## src/rtl/dte_pkg.sv

```systemverilog
// ----------------------------------------------------------------------------
// dte_pkg
// Types and constants of the DMA transfer engine: opcodes, register offsets,
// transfer modes, memory spaces and fixed memory sizes.
// ----------------------------------------------------------------------------
package dte_pkg;

    // Item opcodes
    typedef enum logic [1:0] {
        OP_REG_READ  = 2'd0,
        OP_REG_WRITE = 2'd1,
        OP_BEAT      = 2'd2,
        OP_NOP       = 2'd3
    } t_opcode;

    // Register offsets within the DMA page
    localparam logic [3:0] REG_SRC_LO    = 4'd0;
    localparam logic [3:0] REG_SRC_HI    = 4'd1;
    localparam logic [3:0] REG_DST_LO    = 4'd2;
    localparam logic [3:0] REG_DST_HI    = 4'd3;
    localparam logic [3:0] REG_CONTROL   = 4'd4;
    localparam logic [3:0] REG_RUN_COUNT = 4'd5;
    localparam logic [3:0] REG_FILL      = 4'd6;
    localparam logic [3:0] REG_DATA_PORT = 4'd7;
    localparam logic [3:0] REG_TABLE     = 4'd8;
    localparam logic [3:0] REG_ROW_JUMP  = 4'd9;

    // Configuration register indexes
    localparam logic CFG_MAP_WIDTH = 1'b0;
    localparam logic CFG_FOUR_BPP  = 1'b1;

    // Transfer modes, control bits 2-0
    typedef enum logic [2:0] {
        MODE_COPY    = 3'd0,
        MODE_FILL    = 3'd1,
        MODE_MASKED  = 3'd2,
        MODE_ALT     = 3'd3,
        MODE_PIXEL   = 3'd4,
        MODE_PALETTE = 3'd5,
        MODE_SPRITE  = 3'd6,
        MODE_SPR_CLR = 3'd7
    } t_mode;

    // Memory spaces
    typedef enum logic [1:0] {
        SP_CPU     = 2'd0,
        SP_VRAM    = 2'd1,
        SP_PALETTE = 2'd2,
        SP_SPRITE  = 2'd3
    } t_space;

    // Control byte bits
    localparam int CTL_TO_VRAM   = 7;
    localparam int CTL_FROM_VRAM = 6;
    localparam int CTL_VERTICAL  = 5;
    localparam int CTL_REVERSE   = 4;

    // Memory sizes
    localparam int PALETTE_ENTRIES = 64;
    localparam int SPRITE_BYTES    = 160;

    // Data constants
    localparam logic [7:0]  UNUSED_BYTE  = 8'hEE;
    localparam logic [7:0]  CLEAR_BYTE   = 8'hFF;
    localparam logic [15:0] ROW_JUMP     = 16'd640;
    localparam logic [15:0] ROW_UNIT     = 16'd64;
    localparam logic [15:0] CLR_FWD_STEP = 16'd4;
    localparam logic [15:0] CLR_REV_STEP = 16'hFFFC;
    localparam logic [15:0] STEP_FWD     = 16'd1;
    localparam logic [15:0] STEP_REV     = 16'hFFFF;
    localparam logic [15:0] SPR_ROW_MASK = 16'h00FC;
    localparam logic [8:0]  RUN_FULL     = 9'd256;

    // Reset values of the engine registers
    localparam logic [15:0] SRC_RESET   = 16'h1111;
    localparam logic [15:0] DST_RESET   = 16'h2222;
    localparam logic [7:0]  CTRL_RESET  = 8'h33;
    localparam logic [7:0]  DATA_RESET  = 8'h77;
    localparam logic [7:0]  TABLE_RESET = 8'h55;
    localparam logic [1:0]  MAPW_RESET  = 2'd1;

endpackage

```

## src/rtl/dma_transfer_engine.sv

```systemverilog
// ----------------------------------------------------------------------------
// dma_transfer_engine
// Byte-register DMA engine: register reads and writes and transfer beats,
// at most one write request per beat in one of eight transfer modes.
// ----------------------------------------------------------------------------
//
//  channel | direction | handshake                 | payload
//  --------+-----------+---------------------------+--------------------------
//  in      | into      | i_in_valid / o_in_stall   | opcode, reg_index,
//          |           |                           | bus_byte, fetched_byte
//  out     | out of    | o_out_valid / i_out_stall | read_byte, write request,
//          |           |                           | next source, beats_left
//  cfg     | into      | i_cfg_we                  | i_cfg_index, i_cfg_data
//
//  One item per clock, sustained while the output does not stall. An item is
//  captured in the input register, executed against the engine registers,
//  and its result lands in the output register.
//  The input register and the output register give two slots, so an item
//  is taken while a finished result still waits downstream.
//  Reset is synchronous and active low; no clearing pass.
//  A stall on the output holds the result; the input stalls only once both
//  slots are full.
//
module dma_transfer_engine
    import dte_pkg::*;
(
    input  logic        i_clk,
    input  logic        i_rst_n,

    // Item input
    input  logic        i_in_valid,
    output logic        o_in_stall,
    input  logic [1:0]  i_opcode,
    input  logic [3:0]  i_reg_index,
    input  logic [7:0]  i_bus_byte,
    input  logic [7:0]  i_fetched_byte,

    // Result output
    output logic        o_out_valid,
    input  logic        i_out_stall,
    output logic [7:0]  o_read_byte,
    output logic        o_write_enable,
    output logic [1:0]  o_write_space,
    output logic [15:0] o_write_address,
    output logic [7:0]  o_write_data,
    output logic [1:0]  o_source_space,
    output logic [15:0] o_source_address,
    output logic [8:0]  o_beats_left,

    // Configuration
    input  logic        i_cfg_we,
    input  logic        i_cfg_index,
    input  logic [1:0]  i_cfg_data
);

    // ------------------------------------------------------------------
    // Configuration registers
    // ------------------------------------------------------------------
    logic [1:0] r_map_width;
    logic       r_four_bpp;

    always_ff @(posedge i_clk) begin
        if (!i_rst_n) begin
            r_map_width <= MAPW_RESET;
            r_four_bpp  <= 1'b0;
        end else if (i_cfg_we) begin
            case (i_cfg_index)
                CFG_MAP_WIDTH: r_map_width <= i_cfg_data;
                CFG_FOUR_BPP:  r_four_bpp  <= i_cfg_data[0];
                default: ;
            endcase
        end
    end

    // ------------------------------------------------------------------
    // Input register
    // ------------------------------------------------------------------
    logic       r_in_valid;
    t_opcode    r_in_opcode;
    logic [3:0] r_in_reg;
    logic [7:0] r_in_bus;
    logic [7:0] r_in_fetched;

    logic in_take;   // transfer on the input channel
    logic exec;      // item in the input register executes this cycle

    assign exec       = r_in_valid && (!o_out_valid || !i_out_stall);
    assign o_in_stall = r_in_valid && !exec;
    assign in_take    = i_in_valid && !o_in_stall;

    always_ff @(posedge i_clk) begin
        if (!i_rst_n) begin
            r_in_valid <= 1'b0;
        end else if (in_take) begin
            r_in_valid <= 1'b1;
        end else if (exec) begin
            r_in_valid <= 1'b0;
        end
    end

    always_ff @(posedge i_clk) begin
        if (in_take) begin
            r_in_opcode  <= t_opcode'(i_opcode);
            r_in_reg     <= i_reg_index;
            r_in_bus     <= i_bus_byte;
            r_in_fetched <= i_fetched_byte;
        end
    end

    // ------------------------------------------------------------------
    // Engine registers
    // ------------------------------------------------------------------
    logic [15:0] r_src,   n_src;
    logic [15:0] r_dst,   n_dst;
    logic [7:0]  r_ctrl,  n_ctrl;
    logic [7:0]  r_data,  n_data;
    logic [7:0]  r_table, n_table;
    logic [8:0]  r_run,   n_run;

    // ------------------------------------------------------------------
    // Execute: one item against the engine registers
    // ------------------------------------------------------------------
    t_mode       mode;
    t_mode       next_mode;
    logic [15:0] src_step;
    logic [15:0] row_step;
    logic [15:0] dst_step;
    logic [7:0]  fetch_val;   // source byte after the sprite range check
    logic [7:0]  read_val;    // byte a source read cycle yields
    logic        do_read;
    logic        do_write;
    logic        plain_vram;
    logic [15:0] plain_addr;
    logic [7:0]  pix_mask;
    logic        spr_in_range;

    logic [7:0]  n_read_byte;
    logic        n_wr_en;
    t_space      n_wr_space;
    logic [15:0] n_wr_addr;
    logic [7:0]  n_wr_data;
    t_space      n_src_space;
    logic [15:0] n_src_addr;

    always_comb begin
        mode     = t_mode'(r_ctrl[2:0]);
        src_step = r_ctrl[CTL_REVERSE] ? STEP_REV : STEP_FWD;
        row_step = 16'(ROW_UNIT << r_map_width);

        // Destination step; sprite-clear widens the unit step to a whole entry
        if (r_ctrl[CTL_REVERSE]) begin
            dst_step = r_ctrl[CTL_VERTICAL] ? (16'd0 - row_step) : STEP_REV;
        end else begin
            dst_step = r_ctrl[CTL_VERTICAL] ? row_step : STEP_FWD;
        end
        if (mode == MODE_SPR_CLR && !r_ctrl[CTL_VERTICAL]) begin
            dst_step = r_ctrl[CTL_REVERSE] ? CLR_REV_STEP : CLR_FWD_STEP;
        end

        fetch_val = ((mode == MODE_SPRITE || mode == MODE_SPR_CLR) &&
                     (r_src >= 16'(SPRITE_BYTES))) ? UNUSED_BYTE : r_in_fetched;
        // fill mode never fetches: the latch stands
        read_val  = (mode == MODE_FILL) ? r_data : fetch_val;

        n_src       = r_src;
        n_dst       = r_dst;
        n_ctrl      = r_ctrl;
        n_data      = r_data;
        n_table     = r_table;
        n_run       = r_run;
        n_read_byte = 8'h00;
        do_read     = 1'b0;
        do_write    = 1'b0;

        case (r_in_opcode)
            OP_REG_READ: begin
                case (r_in_reg)
                    REG_SRC_LO:    n_read_byte = r_src[7:0];
                    REG_SRC_HI:    n_read_byte = r_src[15:8];
                    REG_DST_LO:    n_read_byte = r_dst[7:0];
                    REG_DST_HI:    n_read_byte = r_dst[15:8];
                    REG_CONTROL:   n_read_byte = r_ctrl;
                    REG_FILL:      n_read_byte = r_data;
                    REG_DATA_PORT: begin
                        n_read_byte = read_val;
                        do_read     = 1'b1;
                    end
                    default:       n_read_byte = UNUSED_BYTE;
                endcase
            end
            OP_REG_WRITE: begin
                case (r_in_reg)
                    REG_SRC_LO:    n_src   = {r_src[15:8], r_in_bus};
                    REG_SRC_HI:    n_src   = {r_in_bus, r_src[7:0]};
                    REG_DST_LO:    n_dst   = {r_dst[15:8], r_in_bus};
                    REG_DST_HI:    n_dst   = {r_in_bus, r_dst[7:0]};
                    REG_CONTROL:   n_ctrl  = r_in_bus;
                    REG_RUN_COUNT: n_run   = (r_in_bus == 8'h00) ? RUN_FULL
                                                                 : {1'b0, r_in_bus};
                    REG_FILL:      n_data  = r_in_bus;
                    REG_DATA_PORT: begin
                        do_write = 1'b1;
                        // pixel mode: byte is the new pixels, old byte comes in
                        if (mode == MODE_PIXEL) begin
                            n_table = r_in_bus;
                            do_read = 1'b1;
                        end else begin
                            n_data  = r_in_bus;
                        end
                    end
                    REG_TABLE:     n_table = r_in_bus;
                    REG_ROW_JUMP:  n_dst   = r_dst + ROW_JUMP;
                    default: ;
                endcase
            end
            OP_BEAT: begin
                do_read  = 1'b1;
                do_write = 1'b1;
                n_run    = (r_run != 9'd0) ? (r_run - 9'd1) : 9'd0;
            end
            default: ;
        endcase

        if (do_read && mode != MODE_FILL) begin
            n_data = fetch_val;
            n_src  = r_src + src_step;
        end

        // Write request, from the latches as left by the read cycle
        plain_vram   = r_ctrl[CTL_TO_VRAM];
        plain_addr   = plain_vram ? {2'b00, r_dst[13:0]} : r_dst;
        spr_in_range = (r_dst < 16'(SPRITE_BYTES));
        if (r_four_bpp) begin
            pix_mask = r_dst[2] ? 8'h1E : 8'h0F;
        end else begin
            pix_mask = 8'(8'd3 << r_dst[2:1]);
        end

        n_wr_en    = 1'b0;
        n_wr_space = SP_CPU;
        n_wr_addr  = 16'h0000;
        n_wr_data  = 8'h00;
        if (do_write) begin
            n_dst = r_dst + dst_step;
            case (mode)
                MODE_COPY, MODE_FILL: begin
                    n_wr_en    = 1'b1;
                    n_wr_space = plain_vram ? SP_VRAM : SP_CPU;
                    n_wr_addr  = plain_addr;
                    n_wr_data  = n_data;
                end
                MODE_MASKED: begin
                    // zero bytes are transparent
                    if (n_data != 8'h00) begin
                        n_wr_en    = 1'b1;
                        n_wr_space = plain_vram ? SP_VRAM : SP_CPU;
                        n_wr_addr  = plain_addr;
                        n_wr_data  = n_data;
                    end
                end
                MODE_ALT: begin
                    n_wr_en    = 1'b1;
                    n_wr_space = plain_vram ? SP_VRAM : SP_CPU;
                    n_wr_addr  = plain_addr;
                    n_wr_data  = r_dst[0] ? n_table : n_data;
                end
                MODE_PIXEL: begin
                    n_wr_en    = 1'b1;
                    n_wr_space = plain_vram ? SP_VRAM : SP_CPU;
                    n_wr_addr  = plain_vram ? {3'b000, r_dst[15:3]} : r_dst;
                    n_wr_data  = (n_data & ~pix_mask) | (n_table & pix_mask);
                end
                MODE_PALETTE: begin
                    n_wr_en    = 1'b1;
                    n_wr_space = SP_PALETTE;
                    n_wr_addr  = 16'(r_dst % PALETTE_ENTRIES);
                    n_wr_data  = n_data;
                end
                MODE_SPRITE: begin
                    if (spr_in_range) begin
                        n_wr_en    = 1'b1;
                        n_wr_space = SP_SPRITE;
                        n_wr_addr  = r_dst;
                        n_wr_data  = n_data;
                    end
                end
                default: begin
                    // sprite-clear: whole entry, aligned to four bytes
                    if (spr_in_range) begin
                        n_wr_en    = 1'b1;
                        n_wr_space = SP_SPRITE;
                        n_wr_addr  = r_dst & SPR_ROW_MASK;
                        n_wr_data  = CLEAR_BYTE;
                    end
                end
            endcase
        end

        // Next source location, under the control byte as this item leaves it
        next_mode = t_mode'(n_ctrl[2:0]);
        case (next_mode)
            MODE_PIXEL: begin
                n_src_space = n_ctrl[CTL_FROM_VRAM] ? SP_VRAM : SP_CPU;
                n_src_addr  = n_ctrl[CTL_FROM_VRAM] ? {3'b000, n_src[15:3]} : n_src;
            end
            MODE_PALETTE: begin
                n_src_space = SP_PALETTE;
                n_src_addr  = 16'(n_src % PALETTE_ENTRIES);
            end
            MODE_SPRITE, MODE_SPR_CLR: begin
                n_src_space = SP_SPRITE;
                n_src_addr  = n_src;
            end
            default: begin
                n_src_space = n_ctrl[CTL_FROM_VRAM] ? SP_VRAM : SP_CPU;
                n_src_addr  = n_ctrl[CTL_FROM_VRAM] ? {2'b00, n_src[13:0]} : n_src;
            end
        endcase
    end

    always_ff @(posedge i_clk) begin
        if (!i_rst_n) begin
            r_src   <= SRC_RESET;
            r_dst   <= DST_RESET;
            r_ctrl  <= CTRL_RESET;
            r_data  <= DATA_RESET;
            r_table <= TABLE_RESET;
            r_run   <= 9'd0;
        end else if (exec) begin
            r_src   <= n_src;
            r_dst   <= n_dst;
            r_ctrl  <= n_ctrl;
            r_data  <= n_data;
            r_table <= n_table;
            r_run   <= n_run;
        end
    end

    // ------------------------------------------------------------------
    // Output register
    // ------------------------------------------------------------------
    logic r_out_valid;

    always_ff @(posedge i_clk) begin
        if (!i_rst_n) begin
            r_out_valid <= 1'b0;
        end else if (exec) begin
            r_out_valid <= 1'b1;
        end else if (!i_out_stall) begin
            r_out_valid <= 1'b0;
        end
    end

    always_ff @(posedge i_clk) begin
        if (exec) begin
            o_read_byte      <= n_read_byte;
            o_write_enable   <= n_wr_en;
            o_write_space    <= n_wr_space;
            o_write_address  <= n_wr_addr;
            o_write_data     <= n_wr_data;
            o_source_space   <= n_src_space;
            o_source_address <= n_src_addr;
            o_beats_left     <= n_run;
        end
    end

    assign o_out_valid = r_out_valid;

`ifndef NO_ASSERTIONS
    // A held item in the input register stays put until it executes
    a_in_hold: assert property (@(posedge i_clk) disable iff (!i_rst_n)
        r_in_valid && !exec |=> r_in_valid && $stable(r_in_opcode) && $stable(r_in_reg))
        else $error("held item changed before it executed");

    // No write request leaves stray payload
    a_idle_write: assert property (@(posedge i_clk) disable iff (!i_rst_n)
        o_out_valid && !o_write_enable |->
            o_write_space == SP_CPU && o_write_address == 16'h0000 &&
            o_write_data == 8'h00)
        else $error("payload on a result without a write request");

    // Sprite writes stay inside sprite memory
    a_sprite_range: assert property (@(posedge i_clk) disable iff (!i_rst_n)
        o_out_valid && o_write_enable && o_write_space == SP_SPRITE |->
            o_write_address < 16'(SPRITE_BYTES))
        else $error("sprite write beyond sprite memory");

    // Palette source is announced only in palette mode
    a_palette_src: assert property (@(posedge i_clk) disable iff (!i_rst_n)
        o_out_valid && o_source_space == SP_PALETTE |->
            r_ctrl[2:0] == MODE_PALETTE)
        else $error("palette source outside palette mode");

    // Run counter never exceeds a full run
    a_run_bound: assert property (@(posedge i_clk) disable iff (!i_rst_n)
        exec |=> r_run <= RUN_FULL)
        else $error("run counter above a full run");
`endif

endmodule
```

## config.mk

```make
export PLATFORM = sky130hd
export DESIGN_NAME = dma_transfer_engine
export DESIGN_NICKNAME = d
export VERILOG_FILES = /design/src/rtl/dte_pkg.sv /design/src/rtl/dma_transfer_engine.sv
export SDC_FILE = /design/constraint.sdc
export NUM_CORES = 1
export LEC_CHECK = 0
export BUFFER_PORTS_ARGS = -buffer_cell sky130_fd_sc_hd__buf_2
export CELL_PAD_IN_SITES_DETAIL_PLACEMENT = 1
export CELL_PAD_IN_SITES_GLOBAL_PLACEMENT = 1
export CORE_AREA = 4 4 145 147
export DETAILED_ROUTE_END_ITERATION = 10
export DIE_AREA = 0 0 149 151
export GPL_TIMING_DRIVEN = 0
export HOLD_SLACK_MARGIN = 0.03
export PLACE_DENSITY_LB_ADDON = 0.1
export SLEW_MARGIN = 30
export SYNTH_ARGS = -nofsm -noshare
export SYNTH_HDL_FRONTEND = slang
export SYNTH_SLANG_ARGS = --single-unit
export TNS_END_PERCENT = 30
```

## constraint.sdc

```tcl
create_clock -name i_clk -period 5.7 [get_ports i_clk]
set_clock_uncertainty 0.15 [all_clocks]
set_input_delay 0.285 -clock i_clk [delete_from_list [all_inputs] [get_ports i_clk]]
set_output_delay 0.285 -clock i_clk [all_outputs]
set_load 0.02 [all_outputs]
```

==> flow_summary.yaml <==
outcome:
  status: "complete, no violations"
clock_network:
  cts-resized-gates: 0
  clock-sinks: 154
  cts_setup_buffers: 0
  cts_buffers: 17
  cts_root_buf: "clkbuf_16"
  clock_latency_ps: 440
  htreeDepth: 4
  clk_path_buf_depth: 2
  cts_tree: "yes"
  cts_hold_buf: 29
  clk_pin_slew_ps: 70
timing:
  worst_slew_pin_slew_ps: 1020
  hold_viol: 0
  rsz0062_at_grt: "no"
  whs_ps: 81.62
  post-route-min-period_ps: 4239
  period_share_pct: 74.37
  setup_viol: 0
  tns_ps: 0
  fmax_ghz: 0.2359
  slew_violations: 0
  slew_headroom_pct: 31.99
critical_path:
  r2r-start: "r_ctrl[0]"
  worstSetupEndpointType: "register"
  path_class: "register to register"
  critPathMaxFanout: 10
  r2r_cells: 13
  r2r-end: "r_dst[15]"
  crit_path_start_kind: "register"
  cp.required_ps: 5900
  r2r_slack_ps: 1460
  cp-startpoint: "r_ctrl[0]"
  crit_arrival_ps: 4440
  crit_end: "r_dst[15]"
synth:
  synth_cells: 1072
  synth_top_area_share_pct: 25.79
  synth_nets: 1143
  synth_compound_area_share_pct: 23.47
  synth_area_leader_cell: "edfxtp_1"
  async_reset_ff_share_pct: 0
  synth_commonest_cells: "nand2_1, nor2_1, a21oi_1"
  yosys_warnings: 0
  ys_ff_latch: 154
  ys.flop_type: "edfxtp_1"
  synth_top_family_by_area: "compound AO/OA/AOI/OAI gates"
  synth_xor_area_share_pct: 2.686
  synth-adder-area-share_pct: 5.398
  yosysSeqAreaShare_pct: 40.11
  synth.distinct_cells: 82
  yosysMostFrequentCell: "nand2_1"
  netlist_area_um2: 9782
  synthMuxAreaShare_pct: 7.342
  synthTopCellsByArea: "edfxtp_1, dfxtp_1, mux2i_1"
  synth_edf_count: 84
  yosys.area_share.simple_pct: 16.71
  syn_avg_cell_area_um2: 9.125
layout:
  diodes: 0
  final_nets: 1287
  num-fill-cells: 2349
  drive_gt1_share_pct: 14.48
  area_delta_synth_final_pct: 18.11
  instances_no_fill: 1499
place:
  dp.final_hpwl_um: 25770
  gp_congestion: 0.9958
  portBuffers: 92
  placed_cells: 1437
detailed_routing:
  drt_iter0_drc: 798
  via_per_inst: 6.408
  routed_wl_um: 37080
  drc: 0
  first_pass_iters: 5
  dr_total_vias: 9605
  ant_nets: 0
  wl_per_cell_um: 24.74
floorplanning:
  fp.coreArea_um2: 19910
  rows: 52
  io_pins: 94
  die_area_um2: 22500
  fp.dieH_um: 151
  die_w_um: 149
  start_util_pct: 49.13
pwr:
  leakage_nw: 4.582
  power.density_nw_per_um2: 254.1
  ir_worst_vdd_uv: 217.1
global_routing:
  grt_max_degree: 30
  grt_antenna_before_repair: 1
  grt_pass1_wl_um: 56610
  grtUsageTotal_pct: 33.12
  grt-ovfl-total: 0
  grt_pass1_vias: 9608
min_path:
  hp-class: "primary input to register"
flow_run:
  max_cap_violations: 0
cells by family (layout without fill, tap and decap cells):
logic type / count (synthesis) / count (layout)
XOR/XNOR: 30 / 30
AND/OR/NAND/NOR: 341 / 341
buffers and inverters: 99 / 256
flip-flops: 154 / 154
multiplexers: 66 / 66
adder cells (fa/ha/maj): 41 / 41
AO/OA/AOI/OAI: 341 / 341
layout by cell type, fill, tap and decap left out, types with 13 or more instances in the layout:
master,synthesis,layout
o211ai_1,18,18
dfxtp_1,70,69
inv_1,24,24
nand2b_1,13,13
nand3_1,26,26
clkbuf_1,47,47
nor3_1,15,15
a21oi_1,91,91
nor2b_1,14,13
dlygate4sd3_1,0,29
o21ai_0,50,50
a211oi_1,21,21
clkbuf_16,0,19
o22ai_1,18,18
edfxtp_1,84,84
buf_2,7,100
nor4_1,14,14
nand2_1,104,104
xor2_1,16,16
a31oi_1,20,20
nor2_1,103,103
a22o_1,15,15
xnor2_1,14,14
ha_1,39,39
mux2i_1,53,53
o21a_1,16,16
power by group:
| group | switching (W) | internal, W |
|---|---|---|
| registers | 0.0000449 | 0.00123 |
| clock network | 0.000541 | 0.000629 |
| logic | 0.000319 | 0.000175 |
| total | 0.000905 | 0.00203 |
worst max-delay path, cell delays in order, from the launching register on:
cell and delay (ps):
dfxtp_1 440, clkbuf_1 450, and3_1 250, clkbuf_1 320
nand2b_1 210, inv_1 60, ha_1 260, a21o_1 190
and4_1 230, nor4_1 500, o21ai_0 260, a211oi_1 520
nand4_1 190, o221ai_2 100
stage by stage:
step | instance area [µm²] | power (W) | setup slack [ps] | utilization, %
floorplan | 9782 | 0.001588 | 2485 | -
global placement | 10580 | 0.001734 | 1294 | 53.14
detailed placement | 10650 | 0.001753 | 1353 | 53.51
CTS | 11540 | 0.002913 | 1267 | 57.96
global route | 11550 | 0.003038 | 1342 | 58.03
finish | 11550 | 0.002935 | 1461 | 58.03
how the worst min path moves through the flow:
stage	start	end	slack [ps]	cells past startpoint
2_1_floorplan	i_bus_byte[0]	r_in_bus[0]	230	0
6_report	i_cfg_index	r_map_width[0]	80	4
5_1_grt	i_cfg_index	r_map_width[0]	100	4
3_5_place_dp	r_table[3]	r_table[3]	300	2
4_1_cts	i_cfg_index	r_map_width[0]	60	4
3_3_place_gp	r_table[3]	r_table[3]	300	2
layer usage:
layer  track usage [%]  part of all wire, %  up-vias
met3             9.096                  8.9      134
met2             53.59                   46      468
met4             14.51                  4.2        2
met1             41.70                   40     4700
met5                 0                0.051        -
li1                  -                    -     4301
cell type report:
class / count / area, µm² / share of cell area, %
buffer: 71 / 315.3 / 2.729
clock buffer: 19 / 475.5 / 4.115
clock inverter: 13 / 120.1 / 1.040
inverter: 28 / 105.1 / 0.9097
multi-input combinational: 819 / 5448 / 47.15
sequential: 154 / 3925 / 33.97
tap: 270 / 337.8 / 2.924
timing repair buffer: 125 / 827.0 / 7.158
Note: power is estimated with default switching activity, not from simulation.
